$ cat src/pfc_pkg.sv
// Shared types and constants for the particle frame checker.
package pfc_pkg;

    localparam int unsigned BYTE_W = 8;
    localparam int unsigned VALUE_W = 16;
    localparam int unsigned SUM_W = 16;
    localparam int unsigned NUM_VALUES = 3;
    localparam int unsigned RESULT_BYTES = 7;

    localparam logic [BYTE_W-1:0] HDR_FIRST = 8'h42;
    localparam logic [BYTE_W-1:0] HDR_SECOND = 8'h4d;

    typedef enum logic [1:0] {
        ST_OK           = 2'd0,
        ST_BAD_HEADER   = 2'd1,
        ST_BAD_CHECKSUM = 2'd2
    } t_status;

    typedef struct packed {
        logic [VALUE_W-1:0] pm10_value;
        logic [VALUE_W-1:0] pm2_5_value;
        logic [VALUE_W-1:0] pm1_value;
        t_status            status;
    } t_result;

    localparam int unsigned RESULT_W = $bits(t_result);
    localparam int unsigned TDATA_W = RESULT_BYTES * 8;

endpackage

$ cat src/pfc_frame_core.sv
// Frame state tracking, header and checksum check, value capture and result build.
module pfc_frame_core #(
    parameter int unsigned FRAME_LEN = 32
) (
    input  logic                        i_clk,
    input  logic                        i_rst_n,
    input  logic                        i_valid,
    input  logic [pfc_pkg::BYTE_W-1:0]  i_byte,
    input  logic                        i_start,
    input  logic                        i_can_load,
    output logic                        o_advance,
    output logic                        o_load,
    output pfc_pkg::t_result            o_result
);
    import pfc_pkg::*;

    localparam int unsigned POS_W = $clog2(FRAME_LEN);
    localparam logic [POS_W-1:0] LAST = POS_W'(FRAME_LEN - 1);
    localparam logic [POS_W-1:0] CK_HIGH = POS_W'(FRAME_LEN - 2);
    localparam logic [POS_W-1:0] PM_BASE = POS_W'(4);

    logic [POS_W-1:0]   r_pos, n_pos;
    logic [SUM_W-1:0]   r_sum, n_sum;
    logic               r_hdr_good, n_hdr_good;
    logic [BYTE_W-1:0]  r_ck_high, n_ck_high;
    logic [VALUE_W-1:0] r_pm [NUM_VALUES];
    logic [VALUE_W-1:0] n_pm [NUM_VALUES];

    logic [POS_W-1:0]   pos;
    logic               is_last;
    logic [SUM_W-1:0]   expect_sum;
    t_status            status;

    assign pos        = i_start ? '0 : r_pos;
    assign is_last    = (pos == LAST);
    assign o_advance  = i_valid && (!is_last || i_can_load);
    assign o_load     = o_advance && is_last;
    assign expect_sum = {r_ck_high, i_byte};

    always_comb begin
        n_pos      = is_last ? '0 : pos + POS_W'(1);
        n_hdr_good = r_hdr_good;
        n_sum      = r_sum;
        n_ck_high  = r_ck_high;
        for (int k = 0; k < NUM_VALUES; k++) begin
            n_pm[k] = r_pm[k];
            if (pos == PM_BASE + POS_W'(2 * k)) begin
                n_pm[k][VALUE_W-1:BYTE_W] = i_byte;
            end
            if (pos == PM_BASE + POS_W'(2 * k + 1)) begin
                n_pm[k][BYTE_W-1:0] = i_byte;
            end
        end
        if (pos == '0) begin
            n_hdr_good = (i_byte == HDR_FIRST);
            n_sum      = SUM_W'(i_byte);
        end else begin
            if (pos == POS_W'(1)) begin
                n_hdr_good = r_hdr_good && (i_byte == HDR_SECOND);
            end
            if (pos < CK_HIGH) begin
                n_sum = r_sum + SUM_W'(i_byte);
            end
        end
        if (pos == CK_HIGH) begin
            n_ck_high = i_byte;
        end
    end

    always_comb begin
        if (!r_hdr_good) begin
            status = ST_BAD_HEADER;
        end else if (expect_sum != r_sum) begin
            status = ST_BAD_CHECKSUM;
        end else begin
            status = ST_OK;
        end
        o_result.status      = status;
        o_result.pm1_value   = (status == ST_OK) ? r_pm[0] : '0;
        o_result.pm2_5_value = (status == ST_OK) ? r_pm[1] : '0;
        o_result.pm10_value  = (status == ST_OK) ? r_pm[2] : '0;
    end

    always_ff @(posedge i_clk) begin
        if (!i_rst_n) begin
            r_pos      <= '0;
            r_sum      <= '0;
            r_hdr_good <= 1'b0;
            r_ck_high  <= '0;
            for (int k = 0; k < NUM_VALUES; k++) begin
                r_pm[k] <= '0;
            end
        end else if (o_advance) begin
            r_pos      <= n_pos;
            r_sum      <= n_sum;
            r_hdr_good <= n_hdr_good;
            r_ck_high  <= n_ck_high;
            for (int k = 0; k < NUM_VALUES; k++) begin
                r_pm[k] <= n_pm[k];
            end
        end
    end

endmodule

$ cat config.mk
export PLATFORM = sky130hd
export DESIGN_NAME = pfc_frame_core
export DESIGN_NICKNAME = d
export VERILOG_FILES = /design/src/pfc_pkg.sv /design/src/pfc_frame_core.sv
export SDC_FILE = /design/constraint.sdc
export NUM_CORES = 1
export LEC_CHECK = 0
export BUFFER_PORTS_ARGS = -buffer_cell sky130_fd_sc_hd__buf_2
export CAP_MARGIN = 5
export CELL_PAD_IN_SITES_DETAIL_PLACEMENT = 1
export CELL_PAD_IN_SITES_GLOBAL_PLACEMENT = 2
export CORE_AREA = 3 3 93 130
export DETAILED_ROUTE_END_ITERATION = 8
export DIE_AREA = 0 0 96 133
export PLACE_DENSITY = 0.73
export SKIP_CTS_REPAIR_TIMING = 1
export SYNTH_ARGS = -nofsm -noshare
export SYNTH_HDL_FRONTEND = slang
export SYNTH_SLANG_ARGS = --single-unit
$ cat constraint.sdc
create_clock -name i_clk -period 5.2 [get_ports i_clk]
set_input_delay 1.04 -clock i_clk [delete_from_list [all_inputs] [get_ports i_clk]]
set_output_delay 1.04 -clock i_clk [all_outputs]
set_load 0.005 [all_outputs]
==> flow_metrics.py, run 1 <==
metrics = {
    "route": {
        "met3_length_um": 335,
        "wirelength_um": 10400,
        "drt_first_pass_iters": 4,
        "detail_route.iter0.violations": 104,
        "met1_length_um": 4340,
        "top_layer": "met4",
        "drc": 0,
        "num_vias": 3031,
        "drtAntennaViolNets": 0,
        "routedWlPerCell_um": 18.3,
        "dr_wl_met2_um": 5610,
        "viasPerCell": 5.32,
    },
    "grt": {
        "grt_pass1_wl_um": 16400,
        "grt_max_degree": 52,
        "grt_pass1_vias": 3060,
        "track_usage_pct": 16.9,
        "antenna_found_initial": 0,
        "overflow": 0,
    },
    "synthesis": {
        "synth_edf_count": 48,
        "synth-seq-cells": 78,
        "yosys_warnings": 0,
        "synth_cell_types": 58,
        "synth_cells": 363,
        "synth_area_leader_cell": "edfxtp_1",
        "ys_seq_area_share_pct": 52.2,
        "synth_top_cell_area_share_pct": 36.9,
        "avgSynthCellArea_um2": 10.8,
        "synth_area_leaders": "edfxtp_1 37%, dfxtp_1 15%, and3_1 9.4%",
        "syn_nets": 390,
        "synth_ff_type": "edfxtp_1",
        "async_flop_share_pct": 0,
        "syn_area_um2": 3910,
    },
    "floorplan": {
        "start_util_pct": 35.6,
        "dieArea_um2": 12800,
        "die_w_um": 96,
        "core_region_area_um2": 11000,
        "dieHeight_um": 133,
        "rows": 45,
        "top_level_ports": 65,
    },
    "job": {
        "maxCapViolCount": 0,
    },
    "setup_path": {
        "r2r_end": "r_sum[13]",
        "cp-start-kind": "primary input",
        "crit_type": "in2out",
        "timing.rr.start": "r_pos[0]",
        "required_ns": 4.16,
        "rr_worst_depth": 9,
        "critPathArrivalTime_ns": 3.22,
        "cp_max_fo": 16,
        "r2r_slack_ns": 2.24,
        "crit_path_end_kind": "output port",
    },
    "clocking": {
        "h-tree-depth": 3,
        "clk_latency_ns": 0.33,
        "cts-buffers-inserted": 9,
        "cts_num_sinks": 78,
        "cts_buffer_depth": 2,
        "cts_tree": "done",
        "cts_root_buffer": "clkbuf_16",
        "clk_pin_slew_ns": 0.06,
    },
    "worst_hold_path": {
        "whs_endpoint": "r_sum[15]",
        "hold_path.startpoint": "r_sum[15]",
        "hold_class": "reg2reg",
        "min_delay_path_depth": 2,
    },
    "timing": {
        "fin_ws_ns": 0.942,
        "worst_pin_slew_ns": 0.837,
        "slew_headroom_pct": 43.8,
        "min_period_ns": 4.26,
        "post-route-period-util_pct": 81.9,
        "setup_viol": 0,
        "finalHoldViolCount": 0,
        "rsz0062_at_grt": "false",
        "slew_violations": 0,
        "fin_skew_ns": 0.00443,
        "finalSetupTns_ns": 0,
        "max_freq_mhz": 235,
    },
    "final_layout": {
        "drive_gt1_share_pct": 22.6,
        "syn_to_final_growth_pct": 21.3,
        "nets": 451,
        "fin_area_um2": 4740,
        "antenna_cells": 0,
    },
    "pwr": {
        "p_leak_uw": 0.00219,
        "powerDensity_nw_per_um2": 328,
        "max-vdd-ir-drop_v": 0.000162,
        "p_total_uw": 1560,
    },
    "placed_design": {
        "post_dp_cell_area_um2": 4370,
        "hpwlAfterDp_um": 7620,
        "post-place-ws_ns": 0.916,
        "place_congestion": 0.840,
        "portBuffers": 64,
    },
    "run_status": {
        "status": "finished clean",
    },
}
## report_power, final
group	switching, uW	total [uW]	leakage [uW]	internal, uW
sequential	10.3	702	0.000703	691
clock	247	730	0.000170	484
combinational	80.2	124	0.00131	43.6
total	337	1560	0.00219	1220
## worst max-delay path, cell delays in order
cell	delay [ns]
buf_2	0.17
nand2b_1	0.20
inv_1	0.12
ha_1	0.21
and2_1	0.14
ha_1	0.33
inv_1	0.12
o21ai_2	0.35
inv_1	0.32
buf_2	0.22
## flip-flops by register name (all words and copies together), names as in the netlist
signal and flops:
r_hdr_good 1, r_sum 16, r_pm 48, r_pos 5, r_ck_high 8
## worst max path at each step
stage / depth (start not counted) / startpoint / end / slack [ns]
floorplan: 12 / i_start / r_pm[0][32] / 1.14
global placement: 10 / i_start / o_advance / 1.05
detailed placement: 10 / i_start / o_advance / 0.92
CTS: 10 / i_start / o_advance / 0.91
global route: 10 / i_start / o_advance / 0.70
finish: 10 / i_start / o_advance / 0.94
## layout by cell type (no fill, tap or decap), types with 4 or more instances in the layout
master	netlist	routed
a21o_1	5	5
a21oi_1	12	12
and3_1	59	59
buf_2	1	64
buf_4	0	7
clkbuf_16	0	9
dfxtp_1	30	30
edfxtp_1	48	48
ha_1	13	13
inv_1	14	14
mux2i_1	9	9
nand2_1	28	28
nand2b_1	4	4
nand4_1	4	4
nor2_1	10	10
nor2b_1	9	9
nor3_1	4	4
o21ai_0	12	12
o31ai_1	5	5
or3_1	4	4
xnor2_1	10	10
xor2_1	4	4
## cell families after synthesis
group | count (synthesis) | synth area share, %
DFF | 78 | 52.2
and+or+nand+nor | 143 | 21.1
adders and majority gates | 14 | 4.67
xor gates and xnor gates | 14 | 3.14
AOI/OAI and AO/OA | 68 | 12.5
buffers and inverters | 36 | 3.71
muxes | 10 | 2.59
## cell usage after synthesis, types with 4 or more instances
cell type	number
nand4_1	4
xor2_1	4
or3_1	4
dfxtp_1	30
ha_1	13
clkbuf_1	18
a21o_1	5
and3_1	59
nand2b_1	4
xnor2_1	10
edfxtp_1	48
nor2b_1	9
mux2i_1	9
o21ai_0	12
o31ai_1	5
nor3_1	4
nor2_1	10
nand2_1	28
inv_1	14
a21oi_1	12
## layout make-up
class,instances,area (um^2)
fill,1246,6240
sequential,78,2040
multi-input combinational,249,1730
timing repair buffer,72,388
clock buffer,11,243
tap,141,176
clock inverter,5,108
inverter,14,52.6
## through the flow
stage               utilization, %  std cells  hold WS, ns
floorplan                        -        363        0.464
finish                        43.2        570        0.501
detailed placement            39.8        553        0.491
CTS                           43.0        569        0.500
global placement              39.8        553        0.483
global route                  43.2        570        0.529
## layer usage
layer,GRT usage (%),vias up
li1,-,1482
met1,19.5,1475
met2,30.8,65
met3,2.79,9
met4,5.46,0
met5,0,-
(Power assumes the default switching activity.)
==> run 2: changes to the inputs <==
Settings changed: CORE_AREA 3 3 93 130 to 3 3 96 135, DIE_AREA 0 0 96 133 to 0 0 99 138, PLACE_DENSITY 0.73 to 0.71.
Clock period 5.2 ns to 3.43 ns, I/O delays scaled along.
==> run 2 against run 1 <==
Global-route usage decreased by 0.72 points. Largest power group is now sequential cells. Sequential cell count unchanged. Power grew 43%. Highest routed layer unchanged. Clock skew increased by 0.0050 ns. Utilization down 2.5 points. Critical path depth is 2 lower.
==> flow_metrics.py, run 2 (synthesized netlist as in run 1, its figures left out) <==
metrics = {
    "run_status": {
        "status": "finished clean",
    },
    "timing": {
        "slew_headroom_pct": 21.1,
        "fin_skew_ns": 0.00944,
        "max_freq_mhz": 303,
        "setup_viol": 0,
        "min_period_ns": 3.30,
        "worst_pin_slew_ns": 1.18,
        "slew_violations": 0,
        "rsz0062_at_grt": "false",
        "post-route-period-util_pct": 96.3,
        "finalHoldViolCount": 0,
    },
    "clocking": {
        "cts_buffer_depth": 2,
        "cts_num_sinks": 78,
        "clk_latency_ns": 0.34,
        "cts-buffers-inserted": 9,
        "h-tree-depth": 3,
        "clk_pin_slew_ns": 0.06,
        "cts_root_buffer": "clkbuf_16",
        "cts_tree": "done",
    },
    "route": {
        "drtAntennaViolNets": 0,
        "viasPerCell": 5.20,
        "wirelength_um": 10700,
        "drc": 0,
        "routedWlPerCell_um": 18.1,
        "drt_first_pass_iters": 4,
        "detail_route.iter0.violations": 124,
        "num_vias": 3064,
    },
    "final_layout": {
        "largest-register": "r_pm",
        "regArea_um2": 2040,
        "syn_to_final_growth_pct": 23.0,
        "finish.utilization_pct": 40.7,
        "mostFrequentLayoutCell": "buf_2",
        "mostFrequentLayoutCells": "64 x buf_2, 59 x and3_1, 48 x edfxtp_1",
        "fin_area_um2": 4810,
        "drive_gt1_share_pct": 25.3,
        "antenna_cells": 0,
        "largest_register_ffs": 48,
        "num-fill-cells": 1351,
        "top_regs": "r_pm: 48 flops, r_sum: 16 flops, r_ck_high: 8 flops",
        "nets": 464,
        "multi_input_area_um2": 1740,
    },
    "floorplan": {
        "rows": 47,
        "dieArea_um2": 13700,
        "dieHeight_um": 138,
        "die_w_um": 99,
        "core_region_area_um2": 11800,
        "start_util_pct": 33.1,
        "top_level_ports": 65,
    },
    "grt": {
        "grt_max_degree": 51,
        "track_usage_pct": 16.2,
        "overflow": 0,
        "grt_pass1_vias": 3204,
        "grt_pass1_wl_um": 17400,
        "antenna_found_initial": 0,
    },
    "setup_path": {
        "crit_path_end_kind": "output port",
        "required_ns": 2.74,
        "cp_max_fo": 49,
        "crit_type": "in2out",
        "cp-start-kind": "primary input",
        "critPathArrivalTime_ns": 2.62,
    },
    "placed_design": {
        "portBuffers": 64,
        "post_dp_cell_area_um2": 4510,
        "place_congestion": 0.869,
        "hpwlAfterDp_um": 8160,
    },
    "pwr": {
        "powerDensity_nw_per_um2": 463,
        "max-vdd-ir-drop_v": 0.000240,
        "p_leak_uw": 0.00222,
    },
    "job": {
        "maxCapViolCount": 0,
    },
    "worst_hold_path": {
        "hold_class": "reg2reg",
    },
}
[run 2: cell types whose count changed in the layout (fill, tap and decap cells not counted), moves of 2 or more]
| cell | previous run | this run |
|---|---|---|
| clkinvlp_4 | 0 | 3 |
| bufinv_16 | 3 | 1 |
| o21ai_0 | 12 | 10 |
| o21ai_1 | 2 | 4 |
| o31ai_2 | 0 | 2 |
| o31ai_1 | 5 | 3 |
| buf_4 | 7 | 20 |
[run 2: final timing paths]
kind | startpoint | endpoint | slack, ns | cells past startpoint
min | r_sum[15] | r_sum[15] | 0.50 | 2
min reg2reg | r_sum[15] | r_sum[15] | 0.50 | 2
max reg2reg | r_pos[1] | r_ck_high[0] | 0.82 | 12
max | i_byte[2] | o_result[40] | 0.13 | 8
[run 2: routing by layer]
layer | track usage [%] | wire [um] | vias up
li1 | - | - | 1503
met1 | 18.1 | 4250 | 1475
met2 | 29.2 | 5680 | 65
met3 | 2.82 | 384 | 21
met4 | 7.70 | 350 | 0
met5 | 0 | 0 | -
[run 2: metrics by stage]
step                      TNS (ns)  total power [uW]  worst slack (ns)  instances  hold slack [ns]
after floorplan              -4.34              1210            -0.271        363            0.464
after global placement           0              1290             0.153        573            0.475
after detailed placement         0              1290             0.110        573            0.493
after CTS                        0              2250             0.105        589            0.501
after global routing             0              2330           0.00669        589            0.533
final                            0              2230             0.127        589            0.498
[run 2: power by group]
part | total, uW | switching (uW) | internal (uW)
logic | 208 | 128 | 80.5
registers | 1060 | 16.8 | 1050
clock network | 954 | 387 | 567
total | 2230 | 531 | 1700
[run 2: worst max-delay path, cell delays in order]
cell,delay [ns]
buf_2,0.14
ha_1,0.38
nor4_1,0.33
nand4_1,0.19
nor4_4,0.32
buf_12,0.23
and3_1,0.19
buf_2,0.12
[run 2: layout make-up]
class / instances / share of cell area, %
Sequential cell: 78 / 42.5
Multi-Input combinational cell: 249 / 36.2
Timing Repair Buffer: 85 / 10.2
Clock buffer: 10 / 4.76
Tap cell: 147 / 3.83
Clock inverter: 6 / 1.46
Inverter: 14 / 1.09
